`src/hdl/hcs_pkg.sv`:
```
// Shared constants, types and control structs for the hash-checked stack.
package hcs_pkg;

    // Stack geometry
    localparam int DEPTH  = 64;
    localparam int ADDR_W = (DEPTH > 1) ? $clog2(DEPTH) : 1;
    localparam int CNT_W  = $clog2(DEPTH + 1);
    localparam int WORD_W = 32;
    localparam int HASH_W = 64;
    localparam int HALF_W = HASH_W / 2;
    localparam int FILL_W = 7;

    // Power of the first position (3^1)
    localparam logic [HASH_W-1:0] HASH_SEED = HASH_W'(3);

    typedef enum logic {
        OP_PUSH = 1'b0,
        OP_POP  = 1'b1
    } op_t;

    typedef enum logic [1:0] {
        ST_OK    = 2'd0,
        ST_EMPTY = 2'd1,
        ST_FULL  = 2'd2,
        ST_FAULT = 2'd3
    } status_t;

    // Request and response payloads
    typedef struct packed {
        op_t                      cmd;
        logic signed [WORD_W-1:0] push_value;
    } req_t;

    typedef struct packed {
        logic signed [WORD_W-1:0] pop_value;
        status_t                  status;
        logic [FILL_W-1:0]        fill_count;
    } rsp_t;

    // Controller to datapath
    typedef struct packed {
        logic    take_req;
        logic    issue_read;
        logic    issue_feed;
        logic    do_push;
        logic    do_pop;
        logic    set_fault;
        logic    kept_load;
        logic    load_rsp;
        status_t rsp_status;
    } hcs_cmd_t;

    // Datapath to controller
    typedef struct packed {
        logic fault;
        logic is_pop;
        logic empty;
        logic full;
        logic walk_last;
        logic pipe_empty;
        logic hash_match;
    } hcs_stat_t;

endpackage

```
`src/hdl/hcs_ctrl.sv`:
```
// Controller: sequences the hash walk, the check and the stack update per transaction.
module hcs_ctrl (
    input  logic               clk,
    input  logic               rst_n,
    input  logic               req_valid,
    output logic               req_stall,
    output logic               rsp_valid,
    input  logic               rsp_stall,
    input  hcs_pkg::hcs_stat_t stat,
    output hcs_pkg::hcs_cmd_t  cmd
);

    typedef enum logic [2:0] {
        S_IDLE,
        S_WALK,
        S_DRAIN,
        S_CHECK,
        S_FDRAIN,
        S_REPLY
    } state_t;

    state_t state_reg, state_next;
    logic   rsp_valid_reg;

    // Next state and commands
    always_comb
    begin
        state_next = state_reg;
        cmd        = '0;
        cmd.rsp_status = hcs_pkg::ST_OK;
        case (state_reg)
            S_IDLE:
            begin
                if (req_valid)
                begin
                    cmd.take_req = 1'b1;
                    if (stat.fault)
                    begin
                        cmd.load_rsp   = 1'b1;
                        cmd.rsp_status = hcs_pkg::ST_FAULT;
                        state_next     = S_REPLY;
                    end
                    else if (stat.empty)
                    begin
                        state_next = S_DRAIN;
                    end
                    else
                    begin
                        state_next = S_WALK;
                    end
                end
            end
            S_WALK:
            begin
                cmd.issue_read = 1'b1;
                if (stat.walk_last)
                begin
                    state_next = S_DRAIN;
                end
            end
            S_DRAIN:
            begin
                if (stat.pipe_empty)
                begin
                    state_next = S_CHECK;
                end
            end
            S_CHECK:
            begin
                state_next = S_REPLY;
                cmd.load_rsp = 1'b1;
                if (!stat.hash_match)
                begin
                    cmd.set_fault  = 1'b1;
                    cmd.rsp_status = hcs_pkg::ST_FAULT;
                end
                else if (stat.is_pop)
                begin
                    if (stat.empty)
                    begin
                        cmd.rsp_status = hcs_pkg::ST_EMPTY;
                    end
                    else
                    begin
                        cmd.do_pop = 1'b1;
                    end
                end
                else if (stat.full)
                begin
                    cmd.rsp_status = hcs_pkg::ST_FULL;
                end
                else
                begin
                    // push: hash the new word before answering
                    cmd.load_rsp   = 1'b0;
                    cmd.do_push    = 1'b1;
                    cmd.issue_feed = 1'b1;
                    state_next     = S_FDRAIN;
                end
            end
            S_FDRAIN:
            begin
                if (stat.pipe_empty)
                begin
                    cmd.kept_load = 1'b1;
                    cmd.load_rsp  = 1'b1;
                    state_next    = S_REPLY;
                end
            end
            S_REPLY:
            begin
                if (!rsp_stall)
                begin
                    state_next = S_IDLE;
                end
            end
            default:
            begin
                state_next = S_IDLE;
            end
        endcase
    end

    // State and registered valid
    always_ff @(posedge clk or negedge rst_n)
    begin
        if (!rst_n)
        begin
            state_reg     <= S_IDLE;
            rsp_valid_reg <= 1'b0;
        end
        else
        begin
            state_reg     <= state_next;
            rsp_valid_reg <= (state_next == S_REPLY);
        end
    end

    assign req_stall = (state_reg != S_IDLE);
    assign rsp_valid = rsp_valid_reg;

endmodule

```
`config.mk`:
```
export PLATFORM = sky130hd
export DESIGN_NAME = hcs_ctrl
export DESIGN_NICKNAME = d
export VERILOG_FILES = /design/src/hdl/hcs_pkg.sv /design/src/hdl/hcs_ctrl.sv
export SDC_FILE = /design/constraint.sdc
export NUM_CORES = 1
export LEC_CHECK = 0
export BUFFER_PORTS_ARGS = -buffer_cell sky130_fd_sc_hd__buf_2
export CAP_MARGIN = 20
export CORE_AREA = 2 2 39 41
export DETAILED_ROUTE_END_ITERATION = 8
export DIE_AREA = 0 0 41 43
export PLACE_DENSITY = 0.61
export SETUP_SLACK_MARGIN = 0.3
export SYNTH_ARGS = -nofsm -noshare
export SYNTH_HDL_FRONTEND = slang
export SYNTH_SLANG_ARGS = --single-unit
```
`constraint.sdc`:
```
create_clock -name clk -period 1.75 [get_ports clk]
set_input_delay 0.175 -clock clk [delete_from_list [all_inputs] [get_ports clk]]
set_output_delay 0.175 -clock clk [all_outputs]
set_load 0.02 [all_outputs]
```
## Word level (Yosys, flattened, before mapping)

Cells that the tools add are included.

- Word-level logic and storage cells: 44
- Register bits after elaboration: 4

- Equal/unequal tests: 6
- Mux-type cells: 34
- Reductions and logical operators: 2

Operators with widths:

| kind | number |
|---|---|
| 3-bit 2-to-1 mux | 9 |
| 3-bit one-hot mux with 6 select lines | 1 |
| 1-bit 2-to-1 mux | 14 |
| 2-bit 2-to-1 mux | 7 |
| 3-bit equality test, second input constant | 3 |
| 3-bit by 2-bit equality test with 1-bit output, second input constant | 2 |
| 4-bit 2-to-1 mux | 1 |
| 2-bit one-hot mux with 2 select lines | 1 |
| 3-bit by 1-bit equality test with 1-bit output, second input constant | 1 |
| 3-bit logical NOT | 1 |
| 1-bit one-hot mux with 3 select lines | 1 |
| 3-bit nonzero test | 1 |

## Longest topological paths before layout

Gate-level depths: netlist (run 1).

- Word-level depth: 5
- Depth in mapped cells: 4
- Mapped depth without buffers: 3

## Worst setup path before layout (run 1)

OpenSTA, ideal clock, no wires.

- Path type: reg-to-output
- From: reg state_reg[2]
- To: out cmd[7] (netlist name)
- Data required time: 1.575 ns
- Path slack: 0.222 ns
- Data arrival time: 1.353 ns
- Cell stages (with the launch flop): 5
- Cells stage by stage: dfrtp_1 buf_4 nand3b_1 nor2_1 buf_4

RTL lines:

| item | line | RTL |
|---|---|---|
| start: declaration | hcs_ctrl.sv:22 | `state_t state_reg, state_next;` |
| start signal: assignment | hcs_ctrl.sv:134 | `state_reg <= state_next;` |
| end: declaration | hcs_ctrl.sv:10 | `output hcs_pkg::hcs_cmd_t cmd` |

==> flow_summary_export.csv, run 1 <==
group,metric,value,unit
status,status,"completed",
synthesis,netlist_instances,44,
floorplan,die_w,41,µm
timing,drv_slew,0,
clock_network,clock_latency,0.23,ns
synthesis,ys_async_sr_fraction,1.000,
synthesis,yosysTopAreaCellShare,0.2564,
timing,setup_tns,0,ns
synthesis,synth_common_cells,"5 x nand2_1, 4 x dfrtp_1, 3 x a21oi_1, 3 x nand2b_1, 3 x o21ai_0",
finish,multiInputGateArea,265.3,µm²
timing,fin_crit,1.542,ns
timing,finClkSkew,0.0005792,ns
place,dpl.hpwl,736.2,µm
timing,max_freq,648.5,MHz
power_and_ir_drop,leakagePower,0.0003269,µW
synthesis,ys_types,24,
finish,insertedDiodeCount,0,
detailed_routing,dr.pass1.iters,4,
synthesis,synth_area_leaders,"dfrtp_1 26%, nor4b_4 6.1%, nand2_1 4.8%",
finish,regArea,103.9,µm²
worst_setup_path,worstSetupStartpointType,"flop",
global_routing,grt_pass1_vias,432,
floorplan,initial_core_util,0.2821,
finish,syn_to_final_growth,65.71,%
synthesis,ys_warn_count,0,
synthesis,synth_edf_count,0,
worst_setup_path,rrSetupSlack,0.33,ns
worst_setup_path,cp.required,1.57,ns
timing,worst_pin_slew,0.2914,ns
worst_setup_path,path_class,"flop to output port",
floorplan,num_rows,14,
clock_network,cts_buffer_depth,2,
clock_network,cts.sinks,4,
floorplan,coreArea,1384,µm²
timing,rsz0062_at_grt,"yes",
detailed_routing,vias,440,
detailed_routing,wl_per_cell,11.46,µm
global_routing,grt_max_degree,7,
finish,fillCellCount,141,
min_path,worstHoldPathType,"primary input to flop",
floorplan,fp.dieH,43,µm
detailed_routing,antenna_left,0,
finish,fin_util,0.4675,
run,cap_violations,0,
clock_network,cts_buffers,3,
worst_setup_path,worstPathMaxFanout,5,
timing,finalSetupViolations,0,
synthesis,yosysSeqAreaShare,0.2564,
worst_setup_path,arrival,1.37,ns
synthesis,synthesis.area_per_instance,8.872,µm²
global_routing,grt_pass1_wl,1642,µm
clock_network,cts_root_buf,"clkbuf_4",
global_routing,antenna_found_initial,0,
detailed_routing,viasPerCell,4.783,
synthesis,synth_seq_cells,4,
timing,relSlewSlack,0.8057,
synthesis,ys.flop_type,"dfrtp_1",
place,port_buffers,22,
detailed_routing,drc,0,
power_and_ir_drop,ir_drop,756.2,µV
detailed_routing,drt_iter0_drc,5,
power_and_ir_drop,finalPower,1027,µW
timing,finalHoldViolCount,0,
power_and_ir_drop,p_per_area,1587,nW/µm²
timing,fin_crit_sh,0.8812,
worst_setup_path,crit_path_end_kind,"output port",
floorplan,dieArea,1763,µm²
place,gp_congestion,0.7258,
synthesis,syn_area,390.4,µm²
finish,nNetsFinal,89,
global_routing,grt.overflow.total,0,
detailed_routing,drt_wl_total,1054,µm
finish,largest_reg_flops,3,
finish,drive_gt1_frac,0.5658,
synthesis,synthMostInstantiatedCell,"nand2_1",
synthesis,synth_nets,55,
clock_network,clk_pin_slew,0.03,ns
clock_network,cts_tree,"yes",
synthesis,synth_top_cell_by_area,"dfrtp_1",
floorplan,pin_count,23,
global_routing,grt.total_usage,0.1381,
clock_network,htreeDepth,1,
==> placed cells by master, fill, tap and decap left out, types with 2 or more instances in the layout <==
cell type   n
a21boi_0    2
a21oi_1     3
a221oi_2    2
a32oi_1     2
and3b_1     2
buf_2      15
buf_4      10
buf_6       6
clkbuf_4    3
dfrtp_2     3
inv_1       2
nand2_1     5
nand2b_1    3
nor3_1      2
o21ai_0     2
==> worst max-delay path, stage by stage (launching register included) <==
cell	delay [ns]
dfrtp_2	0.44
nor4b_4	0.31
nand2_1	0.13
o21ai_0	0.08
buf_2	0.18
==> metal layers <==
layer,GRT usage,vias to the layer above,share of wire
met4,0.08000,0,0
met1,0.1466,199,0.42
li1,-,225,-
met3,0.03665,0,0.064
met2,0.2281,16,0.52
met5,0,-,0
==> kinds of logic after synthesis <==
| group | share of synthesized area |
|---|---|
| flip-flops | 0.2564 |
| XOR/XNOR | 0.04168 |
| AND/OR/NAND/NOR | 0.3751 |
| buffers and inverters | 0.08653 |
| AO/OA/AOI/OAI | 0.2404 |
==> final timing paths <==
kind | cells past startpoint | from | end
worst max register to register | 5 | state_reg[1] | rsp_valid
worst max-delay path | 4 | state_reg[2] | cmd[0]
max in group asynchronous | 2 | rst_n | state_reg[1]
worst min register to register | 2 | state_reg[2] | state_reg[1]
min in group asynchronous | 2 | rst_n | rsp_valid
worst min-delay path | 3 | stat[2] | state_reg[1]
==> what timing repair did <==
item | CTS | global route
buffers inserted | 8 | 1
pin swaps | 3 | 2
gates resized for setup | 10 | 8
hold endpoints to repair | 4 | 0
hold buffers | 1 | 0
endpoints found under the setup margin | 10 | 11
==> area by class of cell <==
class	instances	share of cell area
multi-input combinational	35	0.4101
timing repair buffer	32	0.3520
sequential	4	0.1605
clock buffer	3	0.03482
tap	16	0.03095
inverter	2	0.01161
==> where the power goes <==
group	switching (µW)	internal [µW]
Combinational	337	370
Clock	32.4	76.3
Sequential	68.6	143
==> metrics by stage <==
| stage | hold WS [ns] | instances | setup slack, ns | instance area, µm² |
|---|---|---|---|---|
| global route | 0.1959 | 92 | 0.1254 | 646.9 |
| floorplan | -0.1206 | 44 | 0.2544 | 392.9 |
| finish | 0.1902 | 92 | 0.2079 | 646.9 |
| global placement | -0.01967 | 79 | 0.3255 | 496.7 |
| detailed placement | -0.01927 | 79 | 0.2715 | 496.7 |
| CTS | 0.1854 | 91 | 0.2083 | 610.6 |
No activity file was read; power rests on OpenSTA's default activity.
==> run 2: changes to the inputs <==
Clock period 1.75 ns to 1.67 ns, I/O delays scaled along.
==> run 2 against run 1 <==
Sequential share of layout area down 0.91 points. Critical path type unchanged. Count of clock-buffer cells in the layout stayed put. First-iteration DRC count down 80%. Power increased by 11%. Combinational power rose by 14%. Sequential power is 5% higher. Design area increased by 6.0%. Register-to-register slack got worse by 0.04 ns. Highest routed layer unchanged. Wire length increased by 3.5%. Global-route usage decreased by 0.26 points.
==> flow_summary_export.csv, run 2 (synthesis results as in run 1) <==
group,metric,value,unit
status,status,"completed",
global_routing,grt.overflow.total,0,
clock_network,clock_latency,0.23,ns
place,dp_slack,0.2307,ns
finish,regArea,103.9,µm²
place,numPlacedInstances,79,
worst_setup_path,reg2reg_depth,5,
finish,final_cell_count_no_fill,92,
power_and_ir_drop,p_per_area,1668,nW/µm²
detailed_routing,drt_iter0_drc,1,
finish,final_cell_area,685.7,µm²
timing,setup_tns,0,ns
timing,relSlewSlack,0.8229,
detailed_routing,drc,0,
detailed_routing,viasPerCell,4.859,
floorplan,num_rows,14,
power_and_ir_drop,seqPwrFrac,0.194,
global_routing,grt_pass1_wl,1587,µm
worst_setup_path,cp.required,1.50,ns
clock_network,cts_tree,"yes",
min_path,worstHoldPathType,"primary input to flop",
floorplan,coreArea,1384,µm²
floorplan,fp.dieH,43,µm
worst_setup_path,crit_path_end,"cmd[9]",
finish,multiInputGateArea,301.5,µm²
clock_network,clk_pin_slew,0.03,ns
finish,final_cell_mix,"16 x buf_4, 11 x buf_2, 5 x nand2_1, 4 x buf_6",
power_and_ir_drop,intPower,648.0,µW
clock_network,htreeDepth,1,
clock_network,cts_buffer_depth,2,
finish,fillCellCount,137,
place,port_buffers,22,
finish,mostFrequentLayoutCell,"buf_4",
finish,insertedDiodeCount,0,
worst_setup_path,worstSetupStartpointType,"flop",
clock_network,cts_root_buf,"clkbuf_4",
detailed_routing,dr.pass1.iters,4,
detailed_routing,antenna_left,0,
finish,largest_reg_flops,3,
timing,fin_crit_sh,0.9042,
global_routing,grt.total_usage,0.1355,
worst_setup_path,r2r-start,"state_reg[1]",
worst_setup_path,crit_start,"state_reg[1]",
worst_setup_path,crit_path_end_kind,"output port",
power_and_ir_drop,leakagePower,0.0003288,µW
timing,fin_crit,1.510,ns
floorplan,pin_count,23,
detailed_routing,wl_per_cell,11.86,µm
clock_network,cts_buffers,3,
worst_setup_path,worstPathMaxFanout,7,
timing,finalHoldViolCount,0,
global_routing,grt_pass1_vias,418,
worst_setup_path,arrival,1.34,ns
clock_network,cts.sinks,4,
global_routing,grt_max_degree,8,
power_and_ir_drop,clockPowerShare,0.098,
finish,syn_to_final_growth,75.64,%
power_and_ir_drop,swShare,0.4335,
timing,finalSetupViolations,0,
worst_setup_path,r2r-end,"rsp_valid",
floorplan,initial_core_util,0.2821,
place,place_area,501.7,µm²
power_and_ir_drop,ir_drop,804.9,µV
floorplan,dieArea,1763,µm²
timing,max_freq,662.3,MHz
place,gp_congestion,0.7827,
power_and_ir_drop,switching_power,495.8,µW
worst_setup_path,path_class,"flop to output port",
floorplan,die_w,41,µm
timing,rsz0062_at_grt,"yes",
detailed_routing,vias,447,
timing,worst_pin_slew,0.2656,ns
power_and_ir_drop,finalPower,1144,µW
global_routing,antenna_found_initial,0,
finish,drive_gt1_frac,0.6184,
place,dpl.hpwl,750.9,µm
timing,worst_slack,0.1601,ns
detailed_routing,drt_wl_total,1091,µm
timing,drv_slew,0,
power_and_ir_drop,combPwrFrac,0.707,
finish,nNetsFinal,89,
run,cap_violations,0,
timing,finClkSkew,0.001329,ns
worst_setup_path,rrSetupSlack,0.29,ns
[run 2: cell counts in the layout (fill, tap and decap cells not counted)]
No cell type changed its count.
[run 2: through the flow]
stage,hold WS (ns),utilization
5_1_grt,0.2076,0.4955
3_5_place_dp,-0.02587,0.3626
6_report,0.1852,0.4955
3_3_place_gp,-0.02813,0.3626
4_1_cts,0.1790,0.4566
2_1_floorplan,-0.1286,-
[run 2: worst min path at each step]
stage / startpoint / end / slack [ns] / cells past startpoint
after floorplan: rst_n / rsp_valid / -0.13 / 0
after detailed placement: rst_n / rsp_valid / -0.03 / 1
after global routing: stat[2] / state_reg[1] / 0.21 / 3
final: stat[2] / state_reg[1] / 0.19 / 3
after global placement: rst_n / rsp_valid / -0.03 / 1
after CTS: stat[2] / state_reg[1] / 0.18 / 3
[run 2: layer usage]
metal | part of all wire | vias up | track usage
met1 | 0.36 | 208 | 0.1349
met5 | 0 | - | 0
li1 | - | 223 | -
met4 | 0 | 0 | 0.08000
met3 | 0.064 | 0 | 0.03665
met2 | 0.57 | 16 | 0.2313
[run 2: critical path, stage by stage, from the launching register on]
cell     delay, ns
dfrtp_2       0.45
nor4b_4       0.30
buf_4         0.15
buf_6         0.10
buf_6         0.11
[run 2: repair_timing]
action / CTS / global route
setup buffers: 8 / 1
hold endpoints to repair: 4 / 0
hold buffers: 1 / 0
endpoints found under the setup margin: 12 / 14
pin swaps: 4 / 7
resized for setup: 15 / 8
[run 2: final cells by class]
cell class	instances	area share
multi-input combinational	35	0.4398
clock buffer	3	0.03285
sequential	4	0.1515
tap	16	0.02920
inverter	2	0.01095
timing repair buffer	32	0.3358
[run 2: power groups by stage]
| stage | Clock, µW | Combinational, µW | Sequential (µW) |
|---|---|---|---|
| floorplan | 0 | 419 | 204 |
| global placement | 0 | 476 | 252 |
| detailed placement | 0 | 475 | 257 |
| CTS | 120 | 698 | 220 |
| global route | 125 | 868 | 231 |
| finish | 113 | 809 | 222 |
